## src/sv/lsr_pkg.sv

```systemverilog
// Shared types and constants of the line span rasterizer.
// Used by lsr_div, line_span_rasterizer and lsr_checker.
package lsr_pkg;

  localparam int unsigned COLOR_BITS = 16;

  localparam logic REQ_START = 1'b0;
  localparam logic REQ_NEXT  = 1'b1;

  typedef enum logic [2:0] {
    ST_IDLE,
    ST_PREP,
    ST_LOAD,
    ST_DIVIDE,
    ST_FINISH
  } lsr_state_e;

  typedef struct packed {
    logic busy;
    logic done;
  } lsr_div_stat_t;

endpackage

```

## src/sv/lsr_div.sv

```systemverilog
// Radix-2 restoring unsigned divider, one quotient bit per cycle.
// Depends on lsr_pkg for the status struct.
module lsr_div import lsr_pkg::*; #(
  parameter int W = 12
) (
  input  logic          clk_i,
  input  logic          rst_ni,
  input  logic          start_i,
  input  logic [W-1:0]  dividend_i,
  input  logic [W-1:0]  divisor_i,
  output logic [W-1:0]  quotient_o,
  output lsr_div_stat_t stat_o
);

  localparam int CW = $clog2(W + 1);

  logic [W-1:0]  rem_q, rem_d;
  logic [W-1:0]  quo_q, quo_d;
  logic [W-1:0]  dvs_q, dvs_d;
  logic [CW-1:0] cnt_q, cnt_d;
  logic          busy_q, busy_d;
  logic          done_q, done_d;

  logic [W:0]    rem_shift;
  logic [W:0]    diff;
  logic          take;

  assign rem_shift = {rem_q, quo_q[W-1]};
  assign diff      = rem_shift - {1'b0, dvs_q};
  assign take      = rem_shift >= {1'b0, dvs_q};

  always_comb begin
    rem_d  = rem_q;
    quo_d  = quo_q;
    dvs_d  = dvs_q;
    cnt_d  = cnt_q;
    busy_d = busy_q;
    done_d = 1'b0;
    if (start_i) begin
      rem_d  = '0;
      quo_d  = dividend_i;
      dvs_d  = divisor_i;
      cnt_d  = CW'(W);
      busy_d = 1'b1;
    end else if (busy_q) begin
      rem_d = take ? diff[W-1:0] : rem_shift[W-1:0];
      quo_d = {quo_q[W-2:0], take};
      cnt_d = cnt_q - CW'(1);
      if (cnt_q == CW'(1)) begin
        busy_d = 1'b0;
        done_d = 1'b1;
      end
    end
  end

  always_ff @(posedge clk_i or negedge rst_ni) begin
    if (!rst_ni) begin
      cnt_q  <= '0;
      busy_q <= 1'b0;
      done_q <= 1'b0;
    end else begin
      cnt_q  <= cnt_d;
      busy_q <= busy_d;
      done_q <= done_d;
    end
  end

  always_ff @(posedge clk_i) begin
    rem_q <= rem_d;
    quo_q <= quo_d;
    dvs_q <= dvs_d;
  end

  assign quotient_o  = quo_q;
  assign stat_o.busy = busy_q;
  assign stat_o.done = done_q;

endmodule

```

## src/sv/line_span_rasterizer.sv

```systemverilog
// Line span rasterizer: cuts a line into filled rectangles, one per request.
// A request channel (in_valid_i/in_ready_o) takes a start item (req_type 0, two
// endpoints) or a next item (req_type 1). Each transfer yields exactly one
// result on the span channel (out_valid_o/out_ready_i): a span, or no_span_o
// high with all other fields zero when next is asked with no line active.
// The config channel (cfg_valid_i/cfg_ready_o) writes draw_color; it is always
// ready and should only be written while the block is idle.
// A span passes through the prep and load setup states, the serial divider and
// the finish state on its way to out_valid_o. The block is ready again in the
// cycle the result shows. An empty result skips setup and the divider and goes
// straight to the finish state. One request is in flight.
// The result sits in an output register; a new request is taken while it
// waits, and the finish step holds until that register is free.
// Reset clears the color, the cursor and the active-line flag.
// Depends on lsr_pkg and lsr_div.
module line_span_rasterizer import lsr_pkg::*; #(
  parameter int COORD_BITS = 11
) (
  input  logic                         clk_i,
  input  logic                         rst_ni,
  input  logic                         cfg_valid_i,
  output logic                         cfg_ready_o,
  input  logic [COLOR_BITS-1:0]        cfg_wdata_i,
  input  logic                         in_valid_i,
  output logic                         in_ready_o,
  input  logic                         req_type_i,
  input  logic signed [COORD_BITS-1:0] start_x_i,
  input  logic signed [COORD_BITS-1:0] start_y_i,
  input  logic signed [COORD_BITS-1:0] end_x_i,
  input  logic signed [COORD_BITS-1:0] end_y_i,
  output logic                         out_valid_o,
  input  logic                         out_ready_i,
  output logic signed [COORD_BITS-1:0] span_x_o,
  output logic signed [COORD_BITS:0]   span_y_o,
  output logic [COORD_BITS:0]          span_w_o,
  output logic [COORD_BITS:0]          span_h_o,
  output logic [COLOR_BITS-1:0]        span_color_o,
  output logic                         span_last_o,
  output logic                         no_span_o
);

  localparam int CB = COORD_BITS;
  localparam int MW = COORD_BITS + 1;   // span sizes and divider width
  localparam int XW = COORD_BITS + 2;   // headroom for differences

  lsr_state_e state_q, state_d;

  logic [COLOR_BITS-1:0] color_q;
  logic signed [MW-1:0]  cur_x_q, cur_x_d;
  logic signed [MW-1:0]  cur_y_q, cur_y_d;
  logic signed [CB-1:0]  tgt_x_q, tgt_x_d;
  logic signed [CB-1:0]  tgt_y_q, tgt_y_d;
  logic                  active_q, active_d;
  logic                  empty_q, empty_d;

  logic [MW-1:0]         dx_q, my_q;
  logic                  neg_q, ymaj_q;

  logic                  out_valid_q;
  logic signed [CB-1:0]  out_x_q;
  logic signed [MW-1:0]  out_y_q;
  logic [MW-1:0]         out_w_q, out_h_q;
  logic [COLOR_BITS-1:0] out_color_q;
  logic                  out_last_q, out_empty_q;

  logic                  in_fire;
  logic                  do_prep, do_load, fin_fire;
  logic                  div_start;
  logic [MW-1:0]         div_a, div_b, quotient;
  lsr_div_stat_t         div_stat;

  logic signed [XW-1:0]  dx_full, dy_full, my_full;
  logic [MW-1:0]         w_span, h_span;
  logic signed [MW-1:0]  y_top, x_next, y_next;
  logic                  last_span;

  // ---------------- sequencer ----------------
  always_comb begin
    state_d = state_q;
    case (state_q)
      ST_IDLE: begin
        if (in_valid_i) begin
          if (req_type_i == REQ_START || active_q) state_d = ST_PREP;
          else state_d = ST_FINISH;
        end
      end
      ST_PREP:   state_d = ST_LOAD;
      ST_LOAD:   state_d = ST_DIVIDE;
      ST_DIVIDE: if (div_stat.done) state_d = ST_FINISH;
      ST_FINISH: if (!out_valid_q || out_ready_i) state_d = ST_IDLE;
      default:   state_d = ST_IDLE;
    endcase
  end

  always_comb begin
    in_ready_o = 1'b0;
    do_prep    = 1'b0;
    do_load    = 1'b0;
    fin_fire   = 1'b0;
    case (state_q)
      ST_IDLE:   in_ready_o = 1'b1;
      ST_PREP:   do_prep = 1'b1;
      ST_LOAD:   do_load = 1'b1;
      ST_DIVIDE: ;
      ST_FINISH: fin_fire = !out_valid_q || out_ready_i;
      default:   ;
    endcase
  end

  assign in_fire     = in_valid_i && in_ready_o;
  assign cfg_ready_o = 1'b1;

  // ---------------- setup arithmetic ----------------
  assign dx_full = XW'(tgt_x_q) - XW'(cur_x_q) + XW'(1);
  assign dy_full = XW'(tgt_y_q) - XW'(cur_y_q);
  // grow dy by one away from zero, keep its magnitude
  assign my_full = dy_full[XW-1] ? (XW'(1) - dy_full) : (dy_full + XW'(1));

  assign div_start = do_load;
  assign div_a     = ymaj_q ? my_q : dx_q;
  assign div_b     = ymaj_q ? dx_q : my_q;

  lsr_div #(.W(MW)) u_div (
    .clk_i      (clk_i),
    .rst_ni     (rst_ni),
    .start_i    (div_start),
    .dividend_i (div_a),
    .divisor_i  (div_b),
    .quotient_o (quotient),
    .stat_o     (div_stat)
  );

  // ---------------- finish arithmetic ----------------
  assign w_span    = ymaj_q ? MW'(1) : quotient;
  assign h_span    = ymaj_q ? quotient : MW'(1);
  assign y_top     = cur_y_q - $signed(h_span);
  assign x_next    = cur_x_q + $signed(w_span);
  assign y_next    = neg_q ? y_top : (cur_y_q + $signed(h_span));
  assign last_span = x_next > MW'(tgt_x_q);

  always_comb begin
    cur_x_d  = cur_x_q;
    cur_y_d  = cur_y_q;
    tgt_x_d  = tgt_x_q;
    tgt_y_d  = tgt_y_q;
    active_d = active_q;
    empty_d  = empty_q;
    if (in_fire) begin
      empty_d = (req_type_i == REQ_NEXT) && !active_q;
      if (req_type_i == REQ_START) begin
        active_d = 1'b1;
        // order the endpoints by rising x
        if (start_x_i > end_x_i) begin
          cur_x_d = MW'(end_x_i);
          cur_y_d = MW'(end_y_i);
          tgt_x_d = start_x_i;
          tgt_y_d = start_y_i;
        end else begin
          cur_x_d = MW'(start_x_i);
          cur_y_d = MW'(start_y_i);
          tgt_x_d = end_x_i;
          tgt_y_d = end_y_i;
        end
      end
    end else if (fin_fire && !empty_q) begin
      cur_x_d = x_next;
      cur_y_d = y_next;
      if (last_span) active_d = 1'b0;
    end
  end

  always_ff @(posedge clk_i or negedge rst_ni) begin
    if (!rst_ni) begin
      state_q     <= ST_IDLE;
      color_q     <= '0;
      cur_x_q     <= '0;
      cur_y_q     <= '0;
      tgt_x_q     <= '0;
      tgt_y_q     <= '0;
      active_q    <= 1'b0;
      empty_q     <= 1'b0;
      out_valid_q <= 1'b0;
    end else begin
      state_q  <= state_d;
      cur_x_q  <= cur_x_d;
      cur_y_q  <= cur_y_d;
      tgt_x_q  <= tgt_x_d;
      tgt_y_q  <= tgt_y_d;
      active_q <= active_d;
      empty_q  <= empty_d;
      if (cfg_valid_i && cfg_ready_o) color_q <= cfg_wdata_i;
      if (fin_fire) out_valid_q <= 1'b1;
      else if (out_ready_i) out_valid_q <= 1'b0;
    end
  end

  // setup and result payload
  always_ff @(posedge clk_i) begin
    if (do_prep) begin
      dx_q   <= dx_full[MW-1:0];
      my_q   <= my_full[MW-1:0];
      neg_q  <= dy_full[XW-1];
      // pick the major axis now so the divider operands are ready at load
      ymaj_q <= my_full[MW-1:0] > dx_full[MW-1:0];
    end
    if (fin_fire) begin
      if (empty_q) begin
        out_x_q     <= '0;
        out_y_q     <= '0;
        out_w_q     <= '0;
        out_h_q     <= '0;
        out_color_q <= '0;
        out_last_q  <= 1'b0;
        out_empty_q <= 1'b1;
      end else begin
        out_x_q     <= cur_x_q[CB-1:0];
        out_y_q     <= neg_q ? y_top : cur_y_q;
        out_w_q     <= w_span;
        out_h_q     <= h_span;
        out_color_q <= color_q;
        out_last_q  <= last_span;
        out_empty_q <= 1'b0;
      end
    end
  end

  assign out_valid_o  = out_valid_q;
  assign span_x_o     = out_x_q;
  assign span_y_o     = out_y_q;
  assign span_w_o     = out_w_q;
  assign span_h_o     = out_h_q;
  assign span_color_o = out_color_q;
  assign span_last_o  = out_last_q;
  assign no_span_o    = out_empty_q;

endmodule

```

## config.mk

```make
export PLATFORM = sky130hd
export DESIGN_NAME = line_span_rasterizer
export DESIGN_NICKNAME = d
export VERILOG_FILES = /design/src/sv/lsr_pkg.sv /design/src/sv/lsr_div.sv /design/src/sv/line_span_rasterizer.sv
export SDC_FILE = /design/constraint.sdc
export NUM_CORES = 1
export LEC_CHECK = 0
export BUFFER_PORTS_ARGS = -buffer_cell sky130_fd_sc_hd__buf_2
export CAP_MARGIN = 20
export CELL_PAD_IN_SITES_DETAIL_PLACEMENT = 1
export CELL_PAD_IN_SITES_GLOBAL_PLACEMENT = 1
export CORE_UTILIZATION = 43
export CTS_CLUSTER_SIZE = 14
export DETAILED_ROUTE_END_ITERATION = 7
export PLACE_DENSITY_LB_ADDON = 0.15
export SLEW_MARGIN = 15
export SYNTH_ARGS = -nofsm -noshare
export SYNTH_HDL_FRONTEND = slang
export SYNTH_HIERARCHICAL = 1
export SYNTH_SLANG_ARGS = --single-unit
```

## constraint.sdc

```tcl
create_clock -name clk_i -period 3.5 [get_ports clk_i]
set_input_delay 0.175 -clock clk_i [delete_from_list [all_inputs] [get_ports clk_i]]
set_output_delay 0.175 -clock clk_i [all_outputs]
set_load 0.05 [all_outputs]
```

# Word-level counts from Yosys, hierarchy flattened
# Index checks and enable logic that the tools add are counted.
[word_totals]
output_inout_bits = 68
ff_bits = 201
inputBits = 66
word_cells = 111
[classes]
order_cmp = 4
eq_ne = 9
bitwise = 1
muxes = 44
reduce_logical = 17
addsub = 10
[op_table]
columns = ["op", "count"]
rows = [
  ["$mux 12", 18],
  ["$add 12x12->12", 2],
  ["$add 12x2->12 const B", 2],
  ["$sub 12x12->12", 2],
  ["$mux 11", 2],
  ["$mux 1", 17],
  ["$pmux 3 s5", 1],
  ["$ge 13x12->1", 1],
  ["$sub 11x12->13", 1],
  ["$gt 12x11->1", 1],
  ["$gt 12x12->1", 1],
  ["$mux 3", 4],
  ["$sub 11x12->12", 1],
  ["$sub 2x12->12 const A", 1],
  ["$gt 11x11->1", 1],
  ["$mux 4", 2],
  ["$reduce_bool 2->1", 4],
  ["$eq 3x2->1 const B", 2],
  ["$ne 2x2->1 const B", 3],
  ["$reduce_and 3->1", 2],
  ["$eq 4x1->1 const B", 1],
  ["$reduce_and 2->1", 2],
  ["$sub 4x1->4 const B", 1],
  ["$eq 3x1->1 const B", 1],
  ["7 further kinds", 12],
]

# Logic depth before layout (Yosys ltp)
[logic_depth]
word_depth = 6
ltp_mapped = 19
ltp_nobuf = 19

# Hierarchy
# The synthesis kept the hierarchy.
[modules_own_cells]
columns = ["mod", "n_inst", "seq_area_each_um2", "area_each_um2", "cells_each"]
rows = [
  ["line_span_rasterizer", 1, 4434.3, 10837.9, 1093],
  ["lsr_div", 1, 1111.1, 2397.3, 232],
]

# Worst setup path before layout
# OpenSTA, ideal clock, no wires.
[synth_timing]
kind = "register to register"
startpoint = "register ymaj_q"
endpoint = "register active_q"
setup_ns = 0.123
synth_period_minus_slack_ns = 3.849
required_time_ns = 3.377
path_buffers = 1
stages_incl_launch_ff = 18
path_slack_ns = -0.349
arrival_ns = 3.726
path_cell_list = "edfxtp_1 clkbuf_1 or2_2 ha_1 fa_1 a21o_1 a21oi_1 o21bai_1 a21oi_1 o21a_1 o21ai_0 xor2_1 ha_1 nand4_1 nor3_1 nor4b_1 a211o_1 o22a_1"
[synth_between]
elab_chain_len = 5
[synth_rtl]
columns = ["element", "line", "text"]
rows = [
  ["start: declaration", "line_span_rasterizer.sv:57", "logic neg_q, ymaj_q;"],
  ["start signal: assignment", "line_span_rasterizer.sv:204", "ymaj_q <= my_full[MW-1:0] > dx_full[MW-1:0];"],
  ["$mux 12", "line_span_rasterizer.sv:134", "assign w_span = ymaj_q ? MW'(1) : quotient;"],
  ["named net w_span[0]", "line_span_rasterizer.sv:73", "logic [MW-1:0] w_span, h_span;"],
  ["$add 12x12->12", "line_span_rasterizer.sv:137", "assign x_next = cur_x_q + $signed(w_span);"],
  ["$gt 12x11->1", "line_span_rasterizer.sv:139", "assign last_span = x_next > MW'(tgt_x_q);"],
  ["$reduce_bool 2->1 (no line)", "n/a", ""],
  ["$reduce_and 3->1 (no line)", "n/a", ""],
  ["end signal: assignment", "line_span_rasterizer.sv:189", "active_q <= active_d;"],
  ["end: declaration", "line_span_rasterizer.sv:53", "logic active_q, active_d;"],
]
# The timed path passes the listed nets, and every way through them passes these cells.
# A chain may end at the register's enable or synchronous reset.

# Final worst setup path
[layout_timing]
startpoint = "register cur_y_q[0]"
endpoint = "register ymaj_q, data pin"
[layout_between]
elab_chain_len = 4
elab_cells_between_ends = 5
cone_classes = "add/sub: 3; order compare: 1; mux: 1"
[layout_rtl]
columns = ["element", "line", "text"]
rows = [
  ["start: declaration", "line_span_rasterizer.sv:50", "logic signed [MW-1:0] cur_y_q, cur_y_d;"],
  ["start signal: assignment", "line_span_rasterizer.sv:186", "cur_y_q <= cur_y_d;"],
  ["$sub 11x12->13 (*)", "line_span_rasterizer.sv:115", "assign dy_full = XW'(tgt_y_q) - XW'(cur_y_q);"],
  ["$add 12x2->12 / $sub 2x12->12 (equally long branches)", "line_span_rasterizer.sv:117", "assign my_full = dy_full[XW-1] ? (XW'(1) - dy_full) : (dy_full + XW'(1));"],
  ["$mux 12 (*)", "line_span_rasterizer.sv:117", ""],
  ["named net my_full[9]", "line_span_rasterizer.sv:72", "logic signed [XW-1:0] dx_full, dy_full, my_full;"],
  ["$gt 12x12->1 (*)", "line_span_rasterizer.sv:204", ""],
]
# Mark *: on every way through the listed nets, which the timed path passes. The rest lies on a longest branch.

==> key figures <==
Synthesis
  • Syn_area_per_cell: 9.991 um^2
  • Mapped Area: 0.01323 mm^2
  • Cells after Synth: 1324
  • Yosys warnings: 6
  • Post-Syn Nets: 1515

STA
  • RSZ-0062 raised after global routing: true
  • Worst hold slack: -0.0009832 ns
  • Final hold violations: 1
  • Minimum clock period: a little under 4 ns
  • Final WS setup: -0.4331 ns
  • Worst slew pin tran: 0.9425 ns
  • Period utilization: 112.4%
  • Max Slew Vio Count: 0
  • Clk_skew: about 0.0085 ns
  • Relative slew slack: between 30% and 40%
  • Maximum clock frequency: 0.2543 GHz
  • Final setup fails: 3
  • Setup TNS: -0.5782 ns

Clocking
  • Worst skew pair latency: 0.52 ns
  • Reg clk slew, reported paths: roughly 0.06 ns
  • CTS tree: built
  • CTS Buf Count: 24
  • Clock Sinks: 201
  • Clk buf depth: 3
  • Clock Tree Root: clkbuf_16
  • Htree depth: 1

Placed design
  • Hpwl dp: between 30 and 40 mm
  • Port bufs: 132
  • Gpl congestion: 0.8785

Floorplan
  • Rows: between 60 and 70
  • Die area: 0.03147 mm^2
  • Initial core utilization: 44.16%
  • Die Span X: 177.4 um
  • CORE AREA: 0.02995 mm^2
  • IO Pins: roughly 130
  • Die H: around 180 um

Drt
  • Initial DRC count: roughly 490
  • DR vias/cell: between 5 and 6
  • # DRC: 0
  • Drt total wl: 41.22 mm
  • Via Count: 11040
  • Antenna Nets Post-Route: 0
  • DR pass1 iterations: 5
  • Wire per inst: slightly above 20 um

Worst setup path
  • Critical Path AT: approximately 4.2 ns
  • Endpoint class of the critical path: register
  • Crit-path max FO: 3
  • CP Launch Type: register
  • Worst Setup Path Type: reg2reg
  • Worst EP required: 3.76 ns

GRT
  • Vias in the first global route: ~12000
  • First-pass GRT wire length: 63.81 mm
  • Grt total ovfl: 0
  • GRT Overall Usage: 26.29%
  • Initial antenna violation count: 0
  • Largest net degree at the start of global routing: 66

Layout
  • Share of layout cells above drive strength 1: 28.00%
  • Diodes inserted: 0
  • Final Net Count: 1816
  • Area growth, synth to finish: 27.40%

Run status
  • Outcome: finished with violations
  • Failing checks: negative hold slack, negative setup slack

Run
  • Max cap viols: 0

Min path
  • Hold Crit Class: in2reg
==> worst max-delay path, stage by stage, from the launching register on <==
cell and delay [ns]:
dfrtp_1 0.42, ha_4 0.18, fa_2 0.34, and2b_1 0.23, o2111ai_2 0.13, and3b_2 0.25, xnor2_2 0.15, or4_4 0.53
o21ai_2 0.17, o21ai_2 0.08, xor2_1 0.17, ha_1 0.32, a21o_1 0.17, a21o_1 0.20, a2111oi_4 0.29, nor2_1 0.07
==> final timing paths <==
path	from	endpoint	slack (ns)	cells past startpoint
worst min register to register	u_div/rem_q[11]	u_div/rem_q[11]	0.49	2
max in group asynchronous	rst_ni	cur_x_q[4]	2.37	3
worst max register to register	cur_y_q[0]	ymaj_q	-0.43	15
min in group asynchronous	rst_ni	u_div/cnt_q[2]	0.26	2
worst min-delay path	start_y_i[6]	tgt_y_q[6]	-0.001	3
worst max-delay path	cur_y_q[0]	ymaj_q	-0.43	15
==> per-stage QoR <==
stage | std cells | worst slack (ns) | util (%) | hold slack [ns] | cell area (um^2)
after floorplan | 1324 | -0.2388 | - | -0.1206 | 13300
after global placement | 1929 | -0.3957 | 50.90 | 0.2845 | 15250
after detailed placement | 1929 | -0.5456 | 50.90 | 0.2898 | 15250
after CTS | 2026 | -0.4173 | 55.74 | 0.001617 | 16700
after global routing | 2033 | -0.6075 | 56.26 | 0.004442 | 16850
final | 2033 | -0.4331 | 56.26 | -0.0009832 | 16850
==> final cells by class <==
type                            instances  area [um^2]
Timing Repair Buffer                  332         2292
Inverter                              114        427.9
Clock buffer                           31        658.1
Clock inverter                         13        167.7
Sequential cell                       201         5547
Fill cell                            3376        13100
Tap cell                              390        488.0
Multi-Input combinational cell        952         7272
==> layer usage <==
| layer | GRT usage, % | routed length [um] |
|---|---|---|
| met5 | 0 | 0 |
| met1 | 33.52 | 18330 |
| met3 | 4.327 | 1909 |
| met2 | 45.21 | 19760 |
| met4 | 8.405 | 1215 |
==> cell usage in the layout, fill, tap and decap left out, types with 10 or more instances in the layout <==
master,count
mux2_2,58
dfrtp_1,73
nand3_1,24
o21ai_0,61
clkbuf_16,25
nor3_1,32
dlygate4sd3_1,45
a21oi_1,61
inv_1,111
buf_4,153
ha_1,116
o21bai_1,10
mux2i_1,47
dfxtp_1,12
nor2_1,93
nand2_1,97
and2_1,13
nand2b_1,16
a21o_1,28
or2_2,10
nand4_1,14
xnor2_1,46
buf_2,131
edfxtp_1,115
nor2b_1,36
==> registers in the layout, summed over array words and instances (netlist names), 3 cells and up <==
signal and count:
color_q 16, span_color_o 16, cur_x_q 12, cur_y_q 12, dx_q 12, my_q 12, span_h_o 12, span_w_o 12
span_y_o 12, u_div/dvs_q 12, u_div/quotient_o 12, u_div/rem_q 12, span_x_o 11, tgt_x_q 11, tgt_y_q 11, u_div/cnt_q 4
state_q 3
==> what timing repair did <==
action / in CTS / in global routing
resized for setup: 26 / 22
pin swaps: 29 / 19
buffers inserted: 8 / 7
hold endpoints to repair: 86 / 0
hold buffers: 45 / 0
endpoints found under the setup margin: 14 / 12
Power is not shown: default switching activity piles up to over one toggle a cycle in this logic, so the estimate is an artifact.
